<file path="src/hw/rtl/pdpc_pkg.sv">
// ----------------------------------------------------------------------------
// pdpc_pkg
// Shared widths, constants, sideband type and divider tables for the PWM
// prescaler and period calculator.
// ----------------------------------------------------------------------------
package pdpc_pkg;

  localparam int FREQ_W = 27;
  localparam int DUTY_W = 14;
  localparam int CODE_W = 3;
  localparam int CNT_W  = 16;
  localparam int PROD_W = 11;
  localparam int DEN_W  = 38;
  localparam int NUM_W  = 27;
  localparam int NUM_COARSE = 8;
  localparam int NUM_FINE   = 8;

  // f*P*655350 > 10^9  <=>  f*P >= 1526
  localparam logic [PROD_W-1:0] FREQ_KNEE = 11'd1526;
  localparam logic [PROD_W-1:0] PROD_MAX  = 11'd1792;
  localparam logic [NUM_W-1:0]  TICKS     = 27'd100000000;
  // 10^8 / D > 65535  <=>  D < 1526
  localparam logic [DEN_W-1:0]  SAT_KNEE  = 38'd1526;
  localparam logic [DUTY_W-1:0] DUTY_FULL = 14'd10000;
  // x/10000 = (x>>4)/625, reciprocal ceil(2^36/625)
  localparam logic [26:0] RECIP_625 = 27'd109951163;
  localparam int RECIP_SH = 36;

  localparam logic [1:0] STAT_OK      = 2'd0;
  localparam logic [1:0] STAT_DUTY_HI = 2'd1;
  localparam logic [1:0] STAT_UNREACH = 2'd2;

  typedef struct packed {
    logic              unreach;
    logic              duty_hi;
    logic [CODE_W-1:0] coarse;
    logic [CODE_W-1:0] fine;
    logic [DUTY_W-1:0] duty_a;
    logic [DUTY_W-1:0] duty_b;
  } side_t;

  function automatic logic [3:0] fine_val(input logic [CODE_W-1:0] j);
    logic [3:0] v;
    unique case (j)
      3'd0:    v = 4'd1;
      3'd1:    v = 4'd2;
      3'd2:    v = 4'd4;
      3'd3:    v = 4'd6;
      3'd4:    v = 4'd8;
      3'd5:    v = 4'd10;
      3'd6:    v = 4'd12;
      default: v = 4'd14;
    endcase
    return v;
  endfunction

  function automatic logic [PROD_W-1:0] prod_of(input logic [CODE_W-1:0] c,
                                                input logic [CODE_W-1:0] j);
    return PROD_W'(fine_val(j)) << c;
  endfunction

endpackage

</file>
<file path="src/hw/rtl/pdpc_sel.sv">
// ----------------------------------------------------------------------------
// pdpc_sel
// Two stages: per-coarse-row search for the first fine code that reaches the
// needed divisor, then the smallest product across rows.
// ----------------------------------------------------------------------------
module pdpc_sel (
  input  logic                          clk,
  input  logic                          rst_n,
  input  logic                          adv,
  input  logic                          in_v,
  input  logic [pdpc_pkg::FREQ_W-1:0]   in_freq,
  input  logic [pdpc_pkg::DUTY_W-1:0]   in_da,
  input  logic [pdpc_pkg::DUTY_W-1:0]   in_db,
  output logic                          out_v,
  output logic [pdpc_pkg::FREQ_W-1:0]   out_freq,
  output logic [pdpc_pkg::PROD_W-1:0]   out_prod,
  output pdpc_pkg::side_t               out_side
);
  import pdpc_pkg::*;

  logic [PROD_W-1:0]                   fc;
  logic [NUM_COARSE-1:0]               found_nxt, found1_r;
  logic [NUM_COARSE-1:0][CODE_W-1:0]   j_nxt, j1_r;
  side_t                               side_nxt, side1_r, side2_nxt, side2_r;
  logic                                v1_r, v2_r;
  logic [FREQ_W-1:0]                   f1_r, f2_r;
  logic [PROD_W-1:0]                   best_nxt, p2_r;
  logic [CODE_W-1:0]                   bc_nxt, bf_nxt;
  logic [PROD_W-1:0]                   pr;

  always_comb begin
    fc = (in_freq >= FREQ_W'(FREQ_KNEE)) ? FREQ_KNEE : in_freq[PROD_W-1:0];
    for (int c = 0; c < NUM_COARSE; c++) begin
      found_nxt[c] = 1'b0;
      j_nxt[c]     = '0;
      for (int j = NUM_FINE - 1; j >= 0; j--) begin
        if ((2*PROD_W)'(fc) * (2*PROD_W)'(prod_of(CODE_W'(c), CODE_W'(j)))
            >= (2*PROD_W)'(FREQ_KNEE)) begin
          found_nxt[c] = 1'b1;
          j_nxt[c]     = CODE_W'(j);
        end
      end
    end
    side_nxt.unreach = (in_freq == '0);
    side_nxt.duty_hi = (in_da > DUTY_FULL) || (in_db > DUTY_FULL);
    side_nxt.coarse  = '0;
    side_nxt.fine    = '0;
    side_nxt.duty_a  = in_da;
    side_nxt.duty_b  = in_db;
  end

  always_comb begin
    best_nxt = PROD_MAX;
    bc_nxt   = CODE_W'(NUM_COARSE - 1);
    bf_nxt   = CODE_W'(NUM_FINE - 1);
    pr       = '0;
    for (int c = 0; c < NUM_COARSE; c++) begin
      pr = prod_of(CODE_W'(c), j1_r[c]);
      if (found1_r[c] && pr < best_nxt) begin
        best_nxt = pr;
        bc_nxt   = CODE_W'(c);
        bf_nxt   = j1_r[c];
      end
    end
    side2_nxt        = side1_r;
    side2_nxt.coarse = bc_nxt;
    side2_nxt.fine   = bf_nxt;
  end

  always_ff @(posedge clk) begin
    if (!rst_n) begin
      v1_r <= 1'b0;
      v2_r <= 1'b0;
    end else if (adv) begin
      v1_r <= in_v;
      v2_r <= v1_r;
    end
  end

  always_ff @(posedge clk) begin
    if (adv) begin
      found1_r <= found_nxt;
      j1_r     <= j_nxt;
      f1_r     <= in_freq;
      side1_r  <= side_nxt;
      f2_r     <= f1_r;
      p2_r     <= best_nxt;
      side2_r  <= side2_nxt;
    end
  end

  assign out_v    = v2_r;
  assign out_freq = f2_r;
  assign out_prod = p2_r;
  assign out_side = side2_r;

endmodule

</file>
<file path="config.mk">
export PLATFORM = sky130hd
export DESIGN_NAME = pdpc_sel
export DESIGN_NICKNAME = d
export VERILOG_FILES = /design/src/hw/rtl/pdpc_pkg.sv /design/src/hw/rtl/pdpc_sel.sv
export SDC_FILE = /design/constraint.sdc
export NUM_CORES = 1
export LEC_CHECK = 0
export ABC_AREA = 1
export BUFFER_PORTS_ARGS = -buffer_cell sky130_fd_sc_hd__buf_2
export CORE_ASPECT_RATIO = 1.4
export CORE_MARGIN = 5
export CORE_UTILIZATION = 53
export CTS_CLUSTER_SIZE = 40
export DETAILED_ROUTE_END_ITERATION = 8
export PLACE_DENSITY = 0.77
export SLEW_MARGIN = 20
export SYNTH_ARGS = -nofsm -noshare
export SYNTH_HDL_FRONTEND = slang
export SYNTH_SLANG_ARGS = --single-unit
export TNS_END_PERCENT = 1
</file>
<file path="constraint.sdc">
create_clock -name clk -period 8.55 [get_ports clk]
set_input_delay 1.71 -clock clk [delete_from_list [all_inputs] [get_ports clk]]
set_output_delay 1.71 -clock clk [all_outputs]
set_load 0.03 [all_outputs]
</file>
==> qor.txt <==
Status: finished clean
DR iter-0 viols: 498
Ys flop type: edfxtp_1
Post-synthesis sequential area ratio: 50.10%
Slowest-stage cell, CP: edfxtp_1
Htree depth: 4
Num rows: 59
Maximum number of pins on one net before global-route repair: 85
Fmax: 117.7 MHz
Ports: 134
DRC Markers: 0
Worst setup margin: 54.44 ps
Syn Inst Count: 1,017
Sw Ratio: 28.27%
Synth area leader: edfxtp_1
Netlist cell types: 50
Most common cell after layout, fill and taps aside: edfxtp_1
CTS tree: yes
Clock power frac: 38.7%
Slew HR: 33.43%
Post-DR vias/cell: 5.443
Root Driver: clkbuf_16
Max-Cap Viols: 0
CP Class: reg -> reg
Slew Limit Fails: 0
NetSw: 0.0005876 W
Crit-path max cell delay: 440 ps
Metal2 WL: 13,350 um
Share of post-route cells with drive strength above 1: 27.33%
Worst endpoint required time: 8730 ps
Gr ovfl total: 0
Total CTS buffers: 17
Worst VDD drop: 187.7 uV
Unrepaired setup endpoints after global routing: yes
Synth Warn #: 0
Measured slew at the worst slew-check pin: 998.6 ps
Overall routing resource usage: 22.06%
Combinational share of power: 14.3%
Critical Path Start Type: register
Fin crit period: 8496 ps
Clock Latency Late Sink: 430 ps
CP max FO: 8
Die area: 21,450 um2
Uppermost routed layer: met4
Final TNS setup: 0 ps
Vias in the first global route: 7,962
Hold Crit Class: reg -> reg
Synth-to-Final Area Change: 23.45%
Internal Power: 0.001491 W
Pre-CTS WS: -342.2 ps
EDFF count, synth: 163
First-pass GRT wire length: 38,070 um
CP endpoint kind: register
Nets: 1,353
Core ar.: 18,460 um2
Seq pwr share: 47.1%
Starting Density: 53.38%
Die Wd: 125.2 um
Wirelength per Cell: 16.54 um
Vias: 7,920
Routed Antenna Nets: 0
Clock Path Buffers: 2
DP HPWL: 18,230 um
Port buffer count: 133
Clock-pin slew on the worst setup and hold paths: 80 ps
Area contributors post-synth: edfxtp_1 50%, ha_1 11%, nand2_1 6.4%
Final Wtd Congestion: 0.9755
CP bufs+invs: 17
DIE HEIGHT: 171.3 um
Leakage power: 5.085 nW
Synth Register Bits: 165
Crit share post-route: 99.36%
# diodes: 0
Most frequent cells in the layout: 163 x edfxtp_1, 146 x nand2_1, 141 x inv_1
CTS sink cnt: 165
PwrDens: 170.9 nW/um2
WL final: 24,060 um
Synth async-reset ratio: 0%
Final Hold Viols: 0
Synthesized Nets: 1,172
CP delay by family, top: simple AND/OR/NAND/NOR gates
Syn avg cell area: 9.686 um2
Post-Route M1 WL: 8788 um
Yosys top cell area share: 49.69%
Pre-antenna DRT Iters: 6
Antenna violations before repair: 0
Clock skew: 14.40 ps
# setup viols final: 0
Synthesized cell area: 9851 um2
Hold_buf cts: 0
WP data arrival: 8680 ps
Met3 WL: 821 um
[metal layers]
metal | up-vias | global-route usage [%]
met4 | 0 | 12.36
met3 | 73 | 2.703
met2 | 251 | 42.71
met1 | 3741 | 22.97
li1 | 3855 | -
met5 | - | 0
[synth_stat cells, drive strengths merged (2+ instances only)]
master and number:
o221ai 3, nor2 97, xor2 14, inv 158
a2111oi 3, or4 3, nand3b 2, or3 3
clkinv 2, nand2 184, a31oi 6, fa 13
edfxtp 163, clkbuf 17, ha 83, a211oi 2
xnor2 2, o31ai 4, a21oi 66, a221oi 2
nor3 26, nor4 12, dfxtp 2, a21boi 2
nand3 55, a21o 2, buf 4, and2 2
o41ai 2, or2 3, o2111ai 3, o21ai 49
o21bai 6, nand4 16
[repair_timing]
action                                  CTS  global route
setup buffers                             3            19
cloned                                    1             0
resized for setup                        16            84
endpoints found under the setup margin   17            17
pin swaps                                 4            51
[power groups by stage]
stage	logic (W)	clock network (W)	registers (W)
floorplan	0.000100	0	0.00105
global placement	0.000245	0	0.000990
detailed placement	0.000248	0	0.000994
CTS	0.000256	0.000818	0.000977
global route	0.000320	0.000854	0.000984
finish	0.000297	0.000804	0.000978
[kinds of logic (layout without fill, tap and decap cells)]
kind of cell,count (synthesis),count (layout),synth area share (%)
compound gates,155,155,9.298
flops,165,165,50.10
fa+ha+maj,96,96,13.18
xor+xnor,16,16,1.423
simple gates,404,405,18.99
buf+inv,181,374,7.011
[state kept, by name, indices dropped and copies added (netlist names)]
register	cells
out_freq	27
out_v	1
j1_r	24
side1_r	30
found1_r	8
f1_r	27
out_prod	11
v1_r	1
out_side	36
[stage by stage]
stage | util (%) | instance area [um2] | hold slack [ps] | power [W] | std cells
2_1_floorplan | - | 9856 | 400.3 | 0.001146 | 1017
3_3_place_gp | 59.31 | 10950 | 400.4 | 0.001235 | 1400
3_5_place_dp | 59.35 | 10950 | 404.5 | 0.001243 | 1400
4_1_cts | 63.38 | 11700 | 407.0 | 0.002050 | 1436
5_1_grt | 65.89 | 12160 | 416.4 | 0.002157 | 1455
6_report | 65.89 | 12160 | 407.7 | 0.002079 | 1455
[path summary, 6_finish.rpt]
kind / cells past startpoint / end / from / slack, ps
max reg2reg: 69 / out_prod[9] / j1_r[5] / 50
max: 69 / out_prod[9] / j1_r[5] / 50
min reg2reg: 0 / out_freq[1] / f1_r[1] / 410
min: 0 / out_freq[1] / f1_r[1] / 410
[area by class of cell]
| class | count | area, um2 |
|---|---|---|
| fill | 1433 | 6295 |
| sequential | 165 | 4935 |
| multi-input combinational | 672 | 4582 |
| timing repair buffer | 182 | 1075 |
| inverter | 160 | 615.6 |
| clock buffer | 17 | 425.4 |
| tap | 244 | 305.3 |
| clock inverter | 15 | 222.7 |
No activity file was read; power rests on OpenSTA's default activity.
