`src/hw/rtl/pdpc_pkg.sv`:
```
// ----------------------------------------------------------------------------
// pdpc_pkg
// Shared widths, constants, sideband type and divider tables for the PWM
// prescaler and period calculator.
// ----------------------------------------------------------------------------
package pdpc_pkg;

  localparam int FREQ_W = 27;
  localparam int DUTY_W = 14;
  localparam int CODE_W = 3;
  localparam int CNT_W  = 16;
  localparam int PROD_W = 11;
  localparam int DEN_W  = 38;
  localparam int NUM_W  = 27;
  localparam int NUM_COARSE = 8;
  localparam int NUM_FINE   = 8;

  // f*P*655350 > 10^9  <=>  f*P >= 1526
  localparam logic [PROD_W-1:0] FREQ_KNEE = 11'd1526;
  localparam logic [PROD_W-1:0] PROD_MAX  = 11'd1792;
  localparam logic [NUM_W-1:0]  TICKS     = 27'd100000000;
  // 10^8 / D > 65535  <=>  D < 1526
  localparam logic [DEN_W-1:0]  SAT_KNEE  = 38'd1526;
  localparam logic [DUTY_W-1:0] DUTY_FULL = 14'd10000;
  // x/10000 = (x>>4)/625, reciprocal ceil(2^36/625)
  localparam logic [26:0] RECIP_625 = 27'd109951163;
  localparam int RECIP_SH = 36;

  localparam logic [1:0] STAT_OK      = 2'd0;
  localparam logic [1:0] STAT_DUTY_HI = 2'd1;
  localparam logic [1:0] STAT_UNREACH = 2'd2;

  typedef struct packed {
    logic              unreach;
    logic              duty_hi;
    logic [CODE_W-1:0] coarse;
    logic [CODE_W-1:0] fine;
    logic [DUTY_W-1:0] duty_a;
    logic [DUTY_W-1:0] duty_b;
  } side_t;

  function automatic logic [3:0] fine_val(input logic [CODE_W-1:0] j);
    logic [3:0] v;
    unique case (j)
      3'd0:    v = 4'd1;
      3'd1:    v = 4'd2;
      3'd2:    v = 4'd4;
      3'd3:    v = 4'd6;
      3'd4:    v = 4'd8;
      3'd5:    v = 4'd10;
      3'd6:    v = 4'd12;
      default: v = 4'd14;
    endcase
    return v;
  endfunction

  function automatic logic [PROD_W-1:0] prod_of(input logic [CODE_W-1:0] c,
                                                input logic [CODE_W-1:0] j);
    return PROD_W'(fine_val(j)) << c;
  endfunction

endpackage

```
`src/hw/rtl/pdpc_cmp.sv`:
```
// ----------------------------------------------------------------------------
// pdpc_cmp
// Compare values: period times duty, divide by 10000 through a reciprocal
// multiply, saturate, and form the final result beat.
// ----------------------------------------------------------------------------
module pdpc_cmp (
  input  logic                          clk,
  input  logic                          rst_n,
  input  logic                          adv,
  input  logic                          in_v,
  input  logic [pdpc_pkg::CNT_W-1:0]    in_period,
  input  pdpc_pkg::side_t               in_side,
  output logic                          out_v,
  output logic [1:0]                    out_status,
  output logic [pdpc_pkg::CODE_W-1:0]   out_coarse,
  output logic [pdpc_pkg::CODE_W-1:0]   out_fine,
  output logic [pdpc_pkg::CNT_W-1:0]    out_period,
  output logic [pdpc_pkg::CNT_W-1:0]    out_cmp_a,
  output logic [pdpc_pkg::CNT_W-1:0]    out_cmp_b
);
  import pdpc_pkg::*;

  localparam int PD_W  = CNT_W + DUTY_W;
  localparam int MUL_W = PD_W - 4 + 27;
  localparam int Q_W   = MUL_W - RECIP_SH;

  logic              va_r, vb_r, vc_r;
  side_t             sa_r, sb_r;
  logic [CNT_W-1:0]  pa_r, pb_r;
  logic [PD_W-1:0]   pda_r, pdb_r;
  logic [MUL_W-1:0]  ma_r, mb_r;
  logic [Q_W-1:0]    qa, qb;
  logic [1:0]        st_r;
  logic [CODE_W-1:0] c_r, f_r;
  logic [CNT_W-1:0]  per_r, ca_r, cb_r;

  assign qa = ma_r[MUL_W-1:RECIP_SH];
  assign qb = mb_r[MUL_W-1:RECIP_SH];

  always_ff @(posedge clk) begin
    if (!rst_n) begin
      va_r <= 1'b0;
      vb_r <= 1'b0;
      vc_r <= 1'b0;
    end else if (adv) begin
      va_r <= in_v;
      vb_r <= va_r;
      vc_r <= vb_r;
    end
  end

  always_ff @(posedge clk) begin
    if (adv) begin
      pda_r <= PD_W'(in_period) * PD_W'(in_side.duty_a);
      pdb_r <= PD_W'(in_period) * PD_W'(in_side.duty_b);
      pa_r  <= in_period;
      sa_r  <= in_side;
      ma_r  <= MUL_W'(pda_r[PD_W-1:4]) * MUL_W'(RECIP_625);
      mb_r  <= MUL_W'(pdb_r[PD_W-1:4]) * MUL_W'(RECIP_625);
      pb_r  <= pa_r;
      sb_r  <= sa_r;
      if (sb_r.unreach) begin
        st_r  <= STAT_UNREACH;
        c_r   <= '0;
        f_r   <= '0;
        per_r <= '0;
        ca_r  <= '0;
        cb_r  <= '0;
      end else begin
        st_r  <= sb_r.duty_hi ? STAT_DUTY_HI : STAT_OK;
        c_r   <= sb_r.coarse;
        f_r   <= sb_r.fine;
        per_r <= pb_r;
        ca_r  <= qa[Q_W-1] ? {CNT_W{1'b1}} : qa[CNT_W-1:0];
        cb_r  <= qb[Q_W-1] ? {CNT_W{1'b1}} : qb[CNT_W-1:0];
      end
    end
  end

  assign out_v      = vc_r;
  assign out_status = st_r;
  assign out_coarse = c_r;
  assign out_fine   = f_r;
  assign out_period = per_r;
  assign out_cmp_a  = ca_r;
  assign out_cmp_b  = cb_r;

endmodule

```
`config.mk`:
```
export PLATFORM = sky130hd
export DESIGN_NAME = pdpc_cmp
export DESIGN_NICKNAME = d
export VERILOG_FILES = /design/src/hw/rtl/pdpc_pkg.sv /design/src/hw/rtl/pdpc_cmp.sv
export SDC_FILE = /design/constraint.sdc
export NUM_CORES = 2
export LEC_CHECK = 0
export ABC_AREA = 1
export BUFFER_PORTS_ARGS = -buffer_cell sky130_fd_sc_hd__buf_2
export CORE_ASPECT_RATIO = 2
export CORE_MARGIN = 5
export CORE_UTILIZATION = 30
export DETAILED_ROUTE_END_ITERATION = 10
export PLACE_DENSITY = 0.4
export SLEW_MARGIN = 20
export SYNTH_ARGS = -nofsm -noshare
export SYNTH_HDL_FRONTEND = slang
export SYNTH_SLANG_ARGS = --single-unit
```
`constraint.sdc`:
```
create_clock -name clk -period 7.3 [get_ports clk]
set_input_delay 1.095 -clock clk [delete_from_list [all_inputs] [get_ports clk]]
set_output_delay 1.095 -clock clk [all_outputs]
set_load 0.1 [all_outputs]
```
==> results by group <==
Status
  • Status: finished, final reports clean

Yosys
  • Mux share of post-synthesis cell area: 0%
  • Mapped cell area: 0.0493 sq mm
  • Sequential cell area fraction in the yosys report: 11.7%
  • Synth top cells by count: 1749 x inv_1, 1044 x nand2_1, 930 x fa_1, 707 x ha_1, 326 x nor2_1
  • Adder and majority gate portion of the synthesized area: 55.7%
  • Simple-gate share of the synthesized area: 13.1%
  • Syn. warnings: 0
  • Ranking of synthesized cells by area: fa_1 38%, ha_1 18%, inv_1 13%
  • Avg Synthesized Cell Area: 8.60 sq um
  • Number of synthesized flops with an enable pin: 190
  • Post-synth ARST share: 0%
  • Largest family of logic cells by synthesized area: adder cells
  • Yosys reg bits: 193
  • Leading area contributor after synthesis: fa_1
  • Post-synthesis xor/xnor area fraction: 0.853%
  • Synthesized Nets: 7427
  • Top FF cell, synth: edfxtp_1
  • Mapped Cells: 5734
  • Yosys top cell area share: 37.8%
  • Count of different cell masters after synthesis: 42
  • Compound-Gate Fraction of Synth Area: 4.48%
  • Most common cell in the netlist: inv_1

Timing
  • Relative slew slack: 41.7%
  • Final critical-path required period: 6590 ps
  • Final worst path period share: 90.3%
  • Final number of hold-violating endpoints: 0
  • RSZ-0062 raised after global routing: false
  • Measured slew at the worst slew-check pin: 874 ps
  • Worst Skew: 31.6 ps
  • TNS Setup: 0 ps
  • Setup violators final: 0
  • Max Freq: 0.152 GHz
  • Slew Viols, Final: 0

Worst setup path
  • CP arrival: 6910 ps
  • Worst-case reg-to-reg path depth: 22
  • CP max FO: 8
  • Crit. End Element: flop
  • Req. time, crit path: 7620 ps
  • CP Launch Type: flop
  • Setup Crit Path Kind: flop to flop

Clock tree
  • Number of buffers inserted by hold repair at cts: 0
  • CTS Buf Count: 25
  • TritonCTS clock tree: built
  • Clk sink count: 193
  • H-tree levels: 4
  • Post-cts gate resize count: 0
  • Root Buffer: clkbuf_16
  • Clk buf depth: 3
  • Post-CTS Setup Bufs: 0
  • Clock Latency Late Sink: 580 ps
  • Worst-path clk slew: 80 ps

Floorplanning
  • DIE HEIGHT: 583 microns
  • Die ar.: 0.173 sq mm
  • Die W: 297 microns
  • I/O Pins: 113
  • Core area: 0.164 sq mm
  • Cell Rows: 210
  • Initial Utilization: 30.1%

Detailed routing
  • Initial DRC count: 1489
  • Remaining DRCs: 0
  • Total Routed Length: 172000 microns
  • Remaining antenna violation count: 0
  • DR vias: 36300
  • Vias per cell: 4.57
  • Drt wl/cell: 21.7 microns
  • Drt pass-1 iters: 8

Final layout
  • Final core utilization: 32.5%
  • Share of post-route cells with drive strength above 1: 3.83%
  • Synthesis-to-layout area growth: 7.95%
  • Cell Count, Final, Fillers Out: 7944
  • Final net count: 7510

Global route
  • Total grt overflow: 0
  • Initial antenna violation count: 3
  • Total GRT Usage: 20.3%
  • First-pass GRT wire length: 259000 microns
  • Largest net degree at the start of global routing: 87
  • Vias in the first global route: 41500

Worst hold path
  • Min-Delay Path Class: flop to flop
  • Hold Crit Depth: 0

Placement
  • Post-DP HPWL: 154000 microns
  • GPL Wtd Cong: 0.938
  • Dpl cells: 7910
  • PortBufs: 112

Flow run
  • Max Cap Viol: 0
path summary, 6_finish.rpt:
| path | from | to | slack [ps] |
|---|---|---|---|
| worst min-delay path | pa_r[11]$_DFFE_PP_ | pb_r[11]$_DFFE_PP_ | 420 |
| worst min register to register | pa_r[11]$_DFFE_PP_ | pb_r[11]$_DFFE_PP_ | 420 |
| worst max-delay path | pdb_r[14]$_DFFE_PP_ | mb_r[52]$_DFFE_PP_ | 710 |
| worst max register to register | pdb_r[14]$_DFFE_PP_ | mb_r[52]$_DFFE_PP_ | 710 |
critical path: stages (launching register included):
cell and delay, ps:
edfxtp_1 730, ha_1 540, inv_1 170, fa_1 520
inv_1 70, fa_1 600, fa_1 490, fa_1 510
fa_1 490, inv_1 50, fa_1 470, inv_1 40
ha_1 300, nand2_1 170, inv_1 60, a21oi_1 340
o21ai_0 250, nand2_1 100, nand2_1 80, a21oi_1 170
nand2_1 70, nand2_1 60, nand2_1 60
placed cells by master, fill, tap and decap left out, drive strengths merged, types with 2 or more instances in the layout:
cell | synthesis | final
inv | 1752 | 1753
nand2 | 1051 | 1051
fa | 930 | 930
ha | 707 | 707
nor2 | 331 | 331
a21oi | 199 | 199
edfxtp | 190 | 190
buf | 13 | 166
o21ai | 114 | 114
nand3 | 101 | 101
nor3 | 53 | 53
nand4 | 44 | 44
xor2 | 35 | 35
o21bai | 34 | 34
clkbuf | 97 | 26
a21o | 18 | 18
o21a | 14 | 14
xnor2 | 13 | 13
nand3b | 7 | 7
a21boi | 6 | 6
nor4 | 5 | 5
and2 | 4 | 4
o211ai | 4 | 4
clkinv | 0 | 4
or2 | 3 | 3
dfxtp | 3 | 3
o311ai | 2 | 2
stage by stage:
| stage | instance area [sq um] | hold WS [ps] | setup slack [ps] |
|---|---|---|---|
| finish | 53200 | 421 | 711 |
| global route | 53200 | 426 | 432 |
| CTS | 53200 | 422 | 647 |
| detailed placement | 52500 | 406 | 255 |
| global placement | 52500 | 402 | 242 |
| floorplan | 49300 | 400 | 1070 |
state kept, by name, indices dropped and copies added, names as in the netlist, 2 cells and up:
name,count
ma_r,17
pa_r,16
pda_r,26
pb_r,16
out_status,2
sa_r,8
out_coarse,3
out_cmp_a,16
out_period,16
pdb_r,26
out_fine,3
sb_r,8
out_cmp_b,16
mb_r,17
per-layer routing:
metal / up-vias / GRT usage [%] / routed length [microns]
li1: 17100 / - / -
met1: 18100 / 19.7 / 57900
met2: 677 / 41.3 / 99200
met3: 353 / 1.42 / 3190
met4: 0 / 11.2 / 12100
met5: - / 0 / 0
kinds of logic after synthesis:
group                    after synthesis
buffers and inverters               1862
adder cells (fa/ha/maj)             1637
AND/OR/NAND/NOR                     1601
AO/OA/AOI/OAI                        393
flip-flops                           193
XOR/XNOR                              48
layout make-up:
class | count | area, sq um
Multi-Input combinational cell | 3679 | 36500
Tap cell | 2120 | 2650
Timing Repair Buffer | 166 | 988
Clock buffer | 26 | 629
Clock inverter | 7 | 63.8
Fill cell | 17500 | 110000
Sequential cell | 193 | 5770
Antenna cell | 1 | 2.50
Inverter | 1752 | 6580
Power is left out: the tool's default activity adds up to more than one toggle a clock period on the data nets, which glitch-free logic cannot reach.
