**src/hw/rtl/pdpc_pkg.sv**
```systemverilog
// ----------------------------------------------------------------------------
// pdpc_pkg
// Shared widths, constants, sideband type and divider tables for the PWM
// prescaler and period calculator.
// ----------------------------------------------------------------------------
package pdpc_pkg;

  localparam int FREQ_W = 27;
  localparam int DUTY_W = 14;
  localparam int CODE_W = 3;
  localparam int CNT_W  = 16;
  localparam int PROD_W = 11;
  localparam int DEN_W  = 38;
  localparam int NUM_W  = 27;
  localparam int NUM_COARSE = 8;
  localparam int NUM_FINE   = 8;

  // f*P*655350 > 10^9  <=>  f*P >= 1526
  localparam logic [PROD_W-1:0] FREQ_KNEE = 11'd1526;
  localparam logic [PROD_W-1:0] PROD_MAX  = 11'd1792;
  localparam logic [NUM_W-1:0]  TICKS     = 27'd100000000;
  // 10^8 / D > 65535  <=>  D < 1526
  localparam logic [DEN_W-1:0]  SAT_KNEE  = 38'd1526;
  localparam logic [DUTY_W-1:0] DUTY_FULL = 14'd10000;
  // x/10000 = (x>>4)/625, reciprocal ceil(2^36/625)
  localparam logic [26:0] RECIP_625 = 27'd109951163;
  localparam int RECIP_SH = 36;

  localparam logic [1:0] STAT_OK      = 2'd0;
  localparam logic [1:0] STAT_DUTY_HI = 2'd1;
  localparam logic [1:0] STAT_UNREACH = 2'd2;

  typedef struct packed {
    logic              unreach;
    logic              duty_hi;
    logic [CODE_W-1:0] coarse;
    logic [CODE_W-1:0] fine;
    logic [DUTY_W-1:0] duty_a;
    logic [DUTY_W-1:0] duty_b;
  } side_t;

  function automatic logic [3:0] fine_val(input logic [CODE_W-1:0] j);
    logic [3:0] v;
    unique case (j)
      3'd0:    v = 4'd1;
      3'd1:    v = 4'd2;
      3'd2:    v = 4'd4;
      3'd3:    v = 4'd6;
      3'd4:    v = 4'd8;
      3'd5:    v = 4'd10;
      3'd6:    v = 4'd12;
      default: v = 4'd14;
    endcase
    return v;
  endfunction

  function automatic logic [PROD_W-1:0] prod_of(input logic [CODE_W-1:0] c,
                                                input logic [CODE_W-1:0] j);
    return PROD_W'(fine_val(j)) << c;
  endfunction

endpackage

```
**src/hw/rtl/pdpc_div.sv**
```systemverilog
// ----------------------------------------------------------------------------
// pdpc_div
// Period count: multiply prescale by frequency, then a 16-stage restoring
// divider of 10^8 by that product, one quotient bit per stage, saturating.
// ----------------------------------------------------------------------------
module pdpc_div (
  input  logic                          clk,
  input  logic                          rst_n,
  input  logic                          adv,
  input  logic                          in_v,
  input  logic [pdpc_pkg::FREQ_W-1:0]   in_freq,
  input  logic [pdpc_pkg::PROD_W-1:0]   in_prod,
  input  pdpc_pkg::side_t               in_side,
  output logic                          out_v,
  output logic [pdpc_pkg::CNT_W-1:0]    out_period,
  output pdpc_pkg::side_t               out_side
);
  import pdpc_pkg::*;

  localparam int WIDE_W = NUM_W + CNT_W;

  logic              vm_r;
  logic [DEN_W-1:0]  den_r;
  side_t             sidem_r;

  logic              v_r    [CNT_W+1];
  logic              sat_r  [CNT_W+1];
  side_t             side_r [CNT_W+1];
  logic [NUM_W-1:0]  rem_r  [CNT_W+1];
  logic [NUM_W-1:0]  d_r    [CNT_W+1];
  logic [CNT_W-1:0]  q_r    [CNT_W+1];

  always_ff @(posedge clk) begin
    if (!rst_n) begin
      vm_r    <= 1'b0;
      v_r[0]  <= 1'b0;
    end else if (adv) begin
      vm_r    <= in_v;
      v_r[0]  <= vm_r;
    end
  end

  always_ff @(posedge clk) begin
    if (adv) begin
      den_r     <= DEN_W'(in_prod) * DEN_W'(in_freq);
      sidem_r   <= in_side;
      side_r[0] <= sidem_r;
      sat_r[0]  <= (den_r < SAT_KNEE);
      d_r[0]    <= (den_r > DEN_W'(TICKS)) ? TICKS + NUM_W'(1) : den_r[NUM_W-1:0];
      rem_r[0]  <= TICKS;
      q_r[0]    <= '0;
    end
  end

  for (genvar s = 0; s < CNT_W; s++) begin : g_step
    localparam int SH = CNT_W - 1 - s;
    logic [WIDE_W-1:0] dsh;
    logic              ge;

    assign dsh = WIDE_W'(d_r[s]) << SH;
    assign ge  = WIDE_W'(rem_r[s]) >= dsh;

    always_ff @(posedge clk) begin
      if (!rst_n) begin
        v_r[s+1] <= 1'b0;
      end else if (adv) begin
        v_r[s+1] <= v_r[s];
      end
    end

    always_ff @(posedge clk) begin
      if (adv) begin
        rem_r[s+1]  <= ge ? rem_r[s] - dsh[NUM_W-1:0] : rem_r[s];
        q_r[s+1]    <= {q_r[s][CNT_W-2:0], ge};
        d_r[s+1]    <= d_r[s];
        sat_r[s+1]  <= sat_r[s];
        side_r[s+1] <= side_r[s];
      end
    end
  end

  assign out_v      = v_r[CNT_W];
  assign out_period = sat_r[CNT_W] ? {CNT_W{1'b1}} : q_r[CNT_W];
  assign out_side   = side_r[CNT_W];

endmodule

```
**config.mk**
```make
export PLATFORM = sky130hd
export DESIGN_NAME = pdpc_div
export DESIGN_NICKNAME = d
export VERILOG_FILES = /design/src/hw/rtl/pdpc_pkg.sv /design/src/hw/rtl/pdpc_div.sv
export SDC_FILE = /design/constraint.sdc
export NUM_CORES = 2
export LEC_CHECK = 0
export BUFFER_PORTS_ARGS = -buffer_cell sky130_fd_sc_hd__buf_2
export CAP_MARGIN = 20
export CORE_UTILIZATION = 45
export DETAILED_ROUTE_END_ITERATION = 10
export PLACE_DENSITY = 0.59
export REMOVE_ABC_BUFFERS = 1
export SLEW_MARGIN = 0
export SYNTH_ARGS = -nofsm -noshare
export SYNTH_HDL_FRONTEND = slang
export SYNTH_SLANG_ARGS = --single-unit
```
**constraint.sdc**
```tcl
create_clock -name clk -period 7.8 [get_ports clk]
set_input_delay 0 -clock clk [delete_from_list [all_inputs] [get_ports clk]]
set_output_delay 0 -clock clk [all_outputs]
set_load 0.02 [all_outputs]
```
==> results list <==
- At the worst endpoint, the required time is 8310 ps.
- During placement, the flow inserted port buffers numbering 130.
* Crit-path max FO: 11
- DRC violation count after routing: 0
* Residual overflow from global routing: 0
* Via count of the first global-routing pass: 41700
- Cells with a size suffix above 1 make up 9.38% of the layout.
- Worst hold path startpoint: in_prod[1]
- The later pin in the worst-skew pair is clocked with a latency of 790 ps.
* Max-capacitance violation count: 0
* Clock Tree Buf Depth: 3
* Sequential cell fraction of total power: 44.6%
- Fraction of the cycle the final worst path needs: 70.9%
* Cell depth of the worst flop-to-flop path: 12
* R2R Path Start: d_r[0][355]$_DFFE_PP_
- Counting I/O delays and the setup requirement, the final critical path takes 5530 ps.
- Dominant cell type by count on the critical path: sky130_fd_sc_hd__fa_1
- Global-route wire length before repair: 214 mm
- Clock skew on the completed layout was measured at 31.9 ps.
- Summed over all layers, the routed wires come to 134 mm.
- Number of vias in the routed layout: 40100
* CTS buffer count: 164
* Final number of setup-violating endpoints: 0
* Maximum cell stage delay along the critical path: 530 ps
- Maximum frequency from static timing analysis: 181 MHz
* Initial core utilization: 45.5%
- Count of pins over their slew limit: 0
- Full die area: 167000 sq um
* Total count of hold-check failures in the final report: 0
* Share of synthesized area occupied by flip-flops and latches: 63.4%
* Half-perimeter wire length of the detailed placement result: 94.8 mm
- Top cell family by delay on the critical path: adder cells
* Pwr/cell area: 281 nW/um^2
- Routability-driven placement finished with a final weighted congestion of 0.983.
- Post-synth EDFFs: 1572
- For this design, the slowest cell found on the critical path is sky130_fd_sc_hd__fa_1.
* Switching part of the total power: 28.8%
* Static power due to leakage: 32.8 nW
* Area growth from synthesis to final layout: 11.8%
- In this run the number of H-tree levels came out at 4.
- The first TritonRoute pass finished after 5 iterations.
- The worst setup path is of the input port to flop kind.
- In this run the horizontal extent of the chip is 409 um.
* Worst Hold Endpoint: den_r[1]$_DFFE_PP_
* CTS tree: done
- Global routing used 16.1% of the available tracks.
- Synthesized flop and latch total: 1574
* Critical path endpoint category: flop
* Fill cells: 13900
- Slew HR: 27.5%
* Clk sink count: 1574
- Result of the run: finished clean
- Critical path launch point type: input port
- Clock network power share: 30.8%
* Root buffer selected by CTS: sky130_fd_sc_hd__clkbuf_16
* Warning count from the yosys run: 0
* R2r setup slk: 3460 ps
- Setup repair after global routing left no endpoint under its margin.
* Worst endpoint data arrival time: 6050 ps
- Iteration-0 DRC Markers: 2084
* Clock slew seen by the registers of the worst setup and hold paths: 60 ps
- For the pin with the worst max-slew slack, the measured transition is 1090 ps.
- The analysis attributes to net switching a power of 0.00675 W.
* Top_reg_cell synth: sky130_fd_sc_hd__edfxtp_1
- In this run the core area contains 148 standard-cell rows.
- In this run the critical register-to-register path is captured at rem_r[0][397]$_DFFE_PP_.
- Across the VDD grid, the largest voltage drop is 0.000249 V.
- The completed layout was analyzed and its total power is 0.0234 W.
- Of the total power, combinational logic draws 24.6%.
- Pin count of the biggest net entering global routing: 181
* Total negative slack for setup checks: 0 ps
- Synthesized area divided by synthesized cell count: 13.9 sq um
* Synth unique cells: 82
- Synthesis produced a netlist whose cell count is 5341.
- Number of antenna violations at the first check in global routing: 0
- The floorplan step set the die height to 409 um.
- The critical path contains buffers and inverters numbering 5 combined.
* Number of antenna cells inserted: 0
- Core region area: 164000 sq um
* Number of vias per cell after detailed routing: 5.09
* Final routed wire length divided by cell count: 17.0 um
* Cell depth of the worst min-delay path: 3
- For this run, asynchronously set or reset flops after synthesis account for 0%.
- For this design the top-level I/O count stands at 131.
- Counting buffers and inverters, the worst setup path is 21 cells deep.
- Cell internal pwr: 0.0167 W
- Synthesized area: 74500 sq um
* Final Net Count: 6278
- The count of nets left with antenna violations once routing finished came out at 0.
- Traced cell by cell, the critical path runs through dlygate4sd3_1 -> buf_2 -> nand2_1 -> fa_1 -> fa_1 -> fa_1 -> inv_1 -> fa_1 -> inv_1 -> fa_1 -> inv_1 -> ha_1 -> a211oi_1 -> o211ai_1 -> a41o_1 -> o21ai_0 -> a31oi_1 -> and3_1 -> o31ai_1 -> and2_1 -> o311ai_0.
- Path category of the worst min-delay check: input port to flop
Yosys cell counts, drive strengths merged (12+ instances only):
master   instances  area share, %
edfxtp        1572             63
inv            612            3.1
nand2          428            2.2
ha             369            6.2
fa             238            6.4
o21ai          236            1.6
a21oi          204            1.4
nor2           175           0.88
xnor2          154            1.8
and2           143            1.2
mux2           120            1.8
a21o           119            1.2
clkbuf         104           0.52
xor2            87            1.0
nor3            66           0.44
nand2b          59           0.50
nor2b           52           0.44
buf             50           0.47
nand3           49           0.33
o21a            46           0.46
a31oi           42           0.36
nand4           38           0.32
nor4            38           0.32
and3            36           0.30
or2             36           0.30
o21bai          26           0.26
mux2i           21           0.28
o31ai           20           0.22
a211oi          19           0.19
o211ai          16           0.16
a21boi          15           0.15
o2111ai         12           0.14
registers in the layout, summed over array words and instances, names as in the netlist:
name     flops
side_r     612
vm_r         1
d_r        432
rem_r      285
sidem_r     36
q_r        136
v_r         17
den_r       38
sat_r       17
power by group through the flow:
stage,sequential [W],clock [W],combinational [W]
after floorplan,0.0105,0,0.00432
after global placement,0.0106,0,0.00571
after detailed placement,0.0106,0,0.00575
after CTS,0.0105,0.00746,0.00582
after global routing,0.0105,0.00777,0.00654
final,0.0104,0.00721,0.00576
how the worst max path moves through the flow:
stage / from / slack, ps / end
6_report: in_freq[1] / 2270 / den_r[36]$_DFFE_PP_
5_1_grt: in_freq[1] / 1910 / den_r[36]$_DFFE_PP_
4_1_cts: in_freq[1] / 2350 / den_r[36]$_DFFE_PP_
3_5_place_dp: in_prod[4] / 1670 / den_r[36]$_DFFE_PP_
3_3_place_gp: in_prod[4] / 1730 / den_r[36]$_DFFE_PP_
2_1_floorplan: in_freq[8] / 2720 / den_r[37]$_DFFE_PP_
cells by family (layout without fill, tap and decap cells):
| logic type | count (synthesis) | after routing | synth area share, % |
|---|---|---|---|
| AND/OR/NAND/NOR | 1162 | 1162 | 7.64 |
| flip-flops | 1574 | 1574 | 63.4 |
| XOR/XNOR | 241 | 241 | 2.83 |
| AO/OA/AOI/OAI | 850 | 850 | 7.32 |
| buffers and inverters | 766 | 1139 | 4.08 |
| adder cells (fa/ha/maj) | 607 | 607 | 12.6 |
| multiplexers | 141 | 141 | 2.10 |
metrics by stage:
stage,worst slack (ps),area (sq um),util (%),hold slack [ps],std cells
6_report,2270,83300,50.9,159,7889
3_5_place_dp,1670,77500,47.4,178,7520
5_1_grt,1910,83300,50.9,118,7889
2_1_floorplan,2720,73700,-,98.9,5187
4_1_cts,2350,83300,50.9,76.4,7889
3_3_place_gp,1730,77500,47.4,177,7519
worst min-delay path, stage by stage:
cell	delay [ps]
sky130_fd_sc_hd__buf_2	290
sky130_fd_sc_hd__and2_1	240
sky130_fd_sc_hd__ha_1	270
cell type report:
type                            instances  area, sq um  share of cell area (%)
Clock inverter                         87          727                   0.873
Timing Repair Buffer                  240         1820                    2.18
Inverter                              612         2300                    2.76
Tap cell                             2175         2720                    3.27
Clock buffer                          200         4240                    5.09
Multi-Input combinational cell       3001        24200                    29.1
Sequential cell                      1574        47200                    56.7
layer usage:
layer | global-route usage [%] | wire (um)
met2 | 30.9 | 73500
met1 | 16.8 | 50200
met5 | 0 | 0
met3 | 2.87 | 4580
met4 | 7.28 | 5500
cell usage in the layout (no fill, tap or decap), drive strengths merged, types with 9 or more instances in the layout:
master and count:
o2111ai 12, and2 143, nand3 49, o31ai 20, a31oi 42, a21boi 15
dlygate4sd3 82, nor2b 52, nor2 175, o21a 46, a31o 9, and3 36
mux2i 21, nor4 38, ha 369, inv 621, nand2 428, mux2 120
a211o 11, xor2 87, a21oi 204, nand4 38, o21bai 26, xnor2 154
nor3 66, a21o 119, or2 36, or3 9, clkinv 71, clkbuf 200
edfxtp 1572, o21ai 236, fa 238, nand2b 59, o211ai 16, buf 158
a211oi 19
timing repair:
item	in CTS	in global routing
buffers inserted	0	0
hold buffers	82	0
endpoints found under the setup margin	0	0
hold endpoints to repair	215	0
gates resized for setup	0	0
Note: power is estimated with default switching activity, not from simulation.
